[config.mk]
export PLATFORM = sky130hd
export DESIGN_NAME = pngunf_predictor
export DESIGN_NICKNAME = d
export VERILOG_FILES = /design/src/hw/rtl/pngunf_pkg.sv /design/src/hw/rtl/pngunf_predictor.sv
export SDC_FILE = /design/constraint.sdc
export NUM_CORES = 1
export LEC_CHECK = 0
export BUFFER_PORTS_ARGS = -buffer_cell sky130_fd_sc_hd__buf_2
export CAP_MARGIN = 10
export CORE_UTILIZATION = 30
export DETAILED_ROUTE_END_ITERATION = 10
export SYNTH_ARGS = -nofsm -noshare
export SYNTH_HDL_FRONTEND = slang
export SYNTH_SLANG_ARGS = --single-unit
[constraint.sdc]
create_clock -name vclk -period 22.4
set_input_delay 3.36 -clock vclk [all_inputs]
set_output_delay 3.36 -clock vclk [all_outputs]
set_load 0.05 [all_outputs]
[src/hw/rtl/pngunf_pkg.sv]
package pngunf_pkg;

    // Row filter codes carried in the first byte of every row
    localparam logic [2:0] FILT_NONE  = 3'd0;
    localparam logic [2:0] FILT_SUB   = 3'd1;
    localparam logic [2:0] FILT_UP    = 3'd2;
    localparam logic [2:0] FILT_AVG   = 3'd3;
    localparam logic [2:0] FILT_PAETH = 3'd4;

    // Configuration register indexes
    localparam logic [1:0] CFG_WIDTH  = 2'd0;
    localparam logic [1:0] CFG_HEIGHT = 2'd1;
    localparam logic [1:0] CFG_BPP    = 2'd2;

    localparam int unsigned CFG_DATA_W = 16;
    localparam int unsigned PIXEL_W    = 32;

    typedef logic [PIXEL_W-1:0] t_pixel;

    // Operands for one sample reconstruction
    typedef struct packed {
        logic [2:0] filter;
        logic [7:0] raw;
        logic [7:0] left;
        logic [7:0] upper;
        logic [7:0] upper_left;
    } t_pred_req;

endpackage

[src/hw/rtl/pngunf_predictor.sv]
module pngunf_predictor (
    input  pngunf_pkg::t_pred_req i_req,
    output logic [7:0]            o_sample
);

    logic signed [9:0] s_a;
    logic signed [9:0] s_b;
    logic signed [9:0] s_c;
    logic signed [9:0] d_pa;
    logic signed [9:0] d_pb;
    logic signed [9:0] d_pc;
    logic [9:0]        pa;
    logic [9:0]        pb;
    logic [9:0]        pc;
    logic [8:0]        avg_sum;
    logic [7:0]        paeth;
    logic [7:0]        pred;

    assign s_a = signed'({2'b00, i_req.left});
    assign s_b = signed'({2'b00, i_req.upper});
    assign s_c = signed'({2'b00, i_req.upper_left});

    // p = a + b - c, so p - a = b - c, p - b = a - c, p - c = a + b - 2c
    assign d_pa = s_b - s_c;
    assign d_pb = s_a - s_c;
    assign d_pc = s_a + s_b - s_c - s_c;
    assign pa   = (d_pa < 0) ? 10'(-d_pa) : 10'(d_pa);
    assign pb   = (d_pb < 0) ? 10'(-d_pb) : 10'(d_pb);
    assign pc   = (d_pc < 0) ? 10'(-d_pc) : 10'(d_pc);

    always_comb begin
        priority if (pa <= pb && pa <= pc) begin
            paeth = i_req.left;
        end else if (pb <= pc) begin
            paeth = i_req.upper;
        end else begin
            paeth = i_req.upper_left;
        end
    end

    assign avg_sum = {1'b0, i_req.left} + {1'b0, i_req.upper};

    always_comb begin
        unique case (i_req.filter)
            pngunf_pkg::FILT_SUB:   pred = i_req.left;
            pngunf_pkg::FILT_UP:    pred = i_req.upper;
            pngunf_pkg::FILT_AVG:   pred = avg_sum[8:1];
            pngunf_pkg::FILT_PAETH: pred = paeth;
            default:                pred = 8'd0;
        endcase
    end

    assign o_sample = i_req.raw + pred;

endmodule

Yosys cells after proc, flatten, opt, wreduce, memory -nomap -nowiden
Cells that the tools add are included.
{"block": "op_classes", "add_sub_neg": 10, "magnitude_cmp": 6, "eq_ne": 4, "mux": 6, "reduce_logical": 1}
{"op": "$pmux W8 S4", "count": 1}
{"op": "$le A10 B10 Y1", "count": 3}
{"op": "$mux W10", "count": 3}
{"op": "$neg A9 Y10", "count": 2}
{"op": "$add A8 B8 Y9", "count": 2}
{"op": "$lt A9 B1 Y1 const B", "count": 2}
{"op": "$sub A8 B8 Y9", "count": 2}
{"op": "$mux W8", "count": 2}
{"op": "$lt A10 B1 Y1 const B", "count": 1}
{"op": "$neg A10 Y10", "count": 1}
{"op": "$sub A10 B9 Y10", "count": 1}
{"op": "$sub A9 B8 Y10", "count": 1}
{"op": "$add A8 B8 Y8", "count": 1}
{"op": "$eq A3 B2 Y1 const B", "count": 2}
{"op": "$eq A3 B1 Y1 const B", "count": 1}
{"op": "$eq A3 B3 Y1 const B", "count": 1}
{"op": "$logic_and A1 B1 Y1", "count": 1}
{"block": "totals", "regBits": 0, "in_bits": 35, "output_inout_bits": 8, "word_cells": 27}

Depth between registers and ports, before layout
{"block": "depth", "depth_word": 10, "mapped_depth": 36, "depth_no_buf": 34}

Worst setup path after synthesis
OpenSTA, ideal clock, no wires.
{"block": "synth_path", "path_kind": "in2out", "start": "in i_req[8] (netlist bit)", "end": "out o_sample[7]", "arrival_ns": 10.153, "required_time_ns": 19.040, "slack_ns": 8.887, "cell_stages": 34, "path_cell_list": "fa_1 > ha_1 > inv_1 > fa_1 > nand2b_1 > a21oi_1 > o211a_1 > o21a_1 > nor2_1 > xnor2_1 > or4_1 > ha_1 > nand3_1 > nor2_1 > o21ai_0 > nand3b_1 > nor2b_1 > a221oi_1 > o21ai_1 > a21o_1 > and2_1 > buf_1 > a221o_1 > ha_1 > a21o_1 > a21oi_1 > o21bai_1 > a21oi_1 > o21bai_1 > a21oi_1 > xnor2_1 > a2111oi_0 > a311oi_1 > nand4b_1"}
{"block": "synth_between", "elab_chain_len": 10}
{"element": "start, declared", "line_no": "pngunf_predictor.sv:2", "text": "input pngunf_pkg::t_pred_req i_req,"}
{"element": "$add A8 B8 Y9", "line_no": "pngunf_predictor.sv:26, pngunf_predictor.sv:41"}
{"element": "$sub A9 B8 Y10", "line_no": "pngunf_predictor.sv:26", "text": "assign d_pc = s_a + s_b - s_c - s_c;"}
{"element": "$sub A10 B9 Y10", "line_no": "pngunf_predictor.sv:26"}
{"element": "$neg A10 Y10 or $lt A10 B1 Y1 (tied branches)", "line_no": "pngunf_predictor.sv:29", "text": "assign pc = (d_pc < 0) ? 10'(-d_pc) : 10'(d_pc);"}
{"element": "$mux W10", "line_no": "pngunf_predictor.sv:29"}
{"element": "$le A10 B10 Y1 (on tied branches)", "line_no": "pngunf_predictor.sv:34, pngunf_predictor.sv:32"}
{"element": "$mux W8 or $logic_and A1 B1 Y1 (tied branches)", "line_no": "pngunf_predictor.sv:34, pngunf_predictor.sv:32"}
{"element": "$mux W8", "line_no": "pngunf_predictor.sv:32", "text": "priority if (pa <= pb && pa <= pc) begin"}
{"element": "$pmux W8 S4 *", "line_no": "pngunf_predictor.sv:44", "text": "unique case (i_req.filter)"}
{"element": "$add A8 B8 Y8 *", "line_no": "pngunf_predictor.sv:53", "text": "assign o_sample = i_req.raw + pred;"}
{"element": "end, declared", "line_no": "pngunf_predictor.sv:3", "text": "output logic [7:0] o_sample"}
Every way passes the cells marked *; elsewhere a longest branch is shown, timed or not.

Worst setup path in the final report
{"block": "layout_path", "start": "in i_req[9] (netlist bit)", "end": "out o_sample[7]"}
The elaborated chain is that of the path after synthesis.

==> impl_metrics.toml <==
[run_status]
run_status = "completed"

[sta]
finalSetupViolCount = 0
relSlewSlack = 0.273
grt_setup_unrepaired = "no"
final-hold-violation-count = 0
min_period_ns = 14.28
setup_tns_ns = 0
finalCritPeriodShare = 0.638
finalMaxSlewViolations = 0
max_freq_mhz = 70.0
tightestPinTransition_ns = 1.09

[critical_path]
worst_ep_required_time_ns = 19.04
worst-endpoint-arrival_ns = 10.92
worstSetupStartpointType = "input port"
worstSetupEndpointType = "primary output"
timing.critical_path.fanout_max = 8
timing.critical_path.mode_cell = "sky130_fd_sc_hd__a21oi_1"
worst_path_max_stage_delay_ns = 0.58
type_of_the_worst_setup_path = "input port to primary output"
crit_path_top_delay_cell = "sky130_fd_sc_hd__or4_1"

[detailed_routing]
dr.first_iter.drc_count = 189
routedWlPerCell_um = 15.3
drt-pass1-iter-count = 5
post_drt_via_cell_ratio = 5.45
drt_wl_total_mm = 10.2
ant_nets = 0
drcViolationCount = 0
routed-via-count = 3643

[floorplanning]
io_pins = 43
floorplan.core_area_sq_um = 11600
die_h_um = 112
die_w_um = 112
rows = 39
design.die.area_sq_um = 12500
starting_utilization_of_the_core_area = 0.312

[global_routing]
global_route.usage.total = 0.160
via_count_of_the_first_global_routing_pass = 3441
largest_net_degree_at_the_start_of_global_routing = 21
first_pass_grt_wire_length_mm = 16.4
residual_overflow_from_global_routing = 0
antenna_violations_before_repair = 0

[cts]
buffer_count_from_post_cts_setup_fixing = 0
post_cts_resize_count = 0
hold_buffers = 0

[pwr]
p_leak_nw = 2.05
cellPowerDensity_nw_per_um2 = 62.6
max-vdd-ir-drop_uv = 28.7
post-layout-total-power_uw = 248

[cells_and_area]
n_clock_buffer = 0
final_layout_size_suffix_gt1_frac = 0.105
sequential_cell_total = 0
final_cell_mix = "sky130_fd_sc_hd__ha_1, sky130_fd_sc_hd__inv_1, sky130_fd_sc_hd__buf_2, sky130_fd_sc_hd__a21oi_1, sky130_fd_sc_hd__nor2_1"
multi_input_gate_area_in_the_final_layout_sq_um = 3320
regArea_sq_um = 0
num_antenna_cells = 0
area.growth.synth_to_final_pct = 10.0
nNetsFinal = 646
layout_commonest_cell = "sky130_fd_sc_hd__ha_1"
final.fill_count = 1205

[synth]
synth_cell_types = 61
post_synthesis_cells = 491
sequential_share_of_the_synthesized_area = 0
average_instance_area_after_synthesis_sq_um = 7.35
mappedNetlistArea_sq_um = 3610
yosysWarnings = 0

[place]
portBuffers = 43
hpwl_mm = 8.91
place.gp.congestion = 0.872

[job]
max_cap_violations = 0

[worst_hold_path]
hold_path_class = "input port to primary output"
path summary, 6_finish.rpt:
check / from / end / depth (start not counted)
max: i_req[9] / o_sample[7] / 35
min: i_req[24] / o_sample[0] / 3
cell type report:
| class | instances | area share |
|---|---|---|
| Multi-Input combinational cell | 416 | 0.837 |
| Tap cell | 143 | 0.0451 |
| Inverter | 67 | 0.0634 |
| Timing Repair Buffer | 43 | 0.0542 |
layer usage:
metal,global-route usage,routed length (um),share of wire
met1,0.235,5210,0.51
met3,0.00490,283,0.028
met2,0.262,4550,0.45
met5,0,0,0
met4,0.0270,163,0.016
cells in the mapped netlist, drive strengths merged (3+ instances only):
library cell,count,area share
ha,71,0.25
inv,67,0.070
a21oi,41,0.060
nor2,32,0.033
xnor2,29,0.070
nand2,25,0.026
a21o,22,0.046
o21ai,20,0.028
xor2,18,0.044
fa,12,0.067
nor3,9,0.014
nand3,8,0.011
nor2b,8,0.014
o21bai,8,0.017
a221o,7,0.019
mux2i,7,0.019
a22oi,6,0.012
a31oi,6,0.010
and2,6,0.010
clkbuf,6,0.0062
nand2b,6,0.010
and3,5,0.010
nand4,5,0.0087
or2,5,0.0087
a221oi,4,0.0097
buf,4,0.0049
o211ai,4,0.0083
o21a,4,0.0083
or4,4,0.0083
mux2,3,0.0094
o2111ai,3,0.0073
o211a,3,0.0083
o31ai,3,0.0062
or3,3,0.0052
stage by stage:
step	instance area [sq um]	instances	util	worst slack [ns]	hold slack [ns]
after floorplan	3610	493	-	8.89	7.10
after CTS	3970	669	0.343	8.16	7.19
after global placement	3970	669	0.343	8.32	7.19
after detailed placement	3970	669	0.343	8.21	7.18
after global routing	3970	669	0.343	7.53	7.20
final	3970	669	0.343	8.12	7.20
cell families after synthesis:
family                   Yosys count  synth area share
AO/OA/AOI/OAI                    147             0.282
AND/OR/NAND/NOR                  125             0.179
adder cells (fa/ha/maj)           83             0.313
buffers and inverters             77            0.0808
XOR/XNOR                          47             0.114
multiplexers                      10            0.0288
other                              2           0.00208
critical path: cells and delay by family:
kind                     cells  cell delay, ns
AO/OA/AOI/OAI               16            3.20
XOR/XNOR                     2            0.31
adder cells (fa/ha/maj)      5            1.65
buffers and inverters        3            0.50
AND/OR/NAND/NOR              9            1.89
report_power, final:
part | switching [mW] | internal [mW]
Combinational | 0.150 | 0.0983
Clock | 0 | 0
Sequential | 0 | 0
Total | 0.150 | 0.0983
Power figures use the tool's default switching activity.
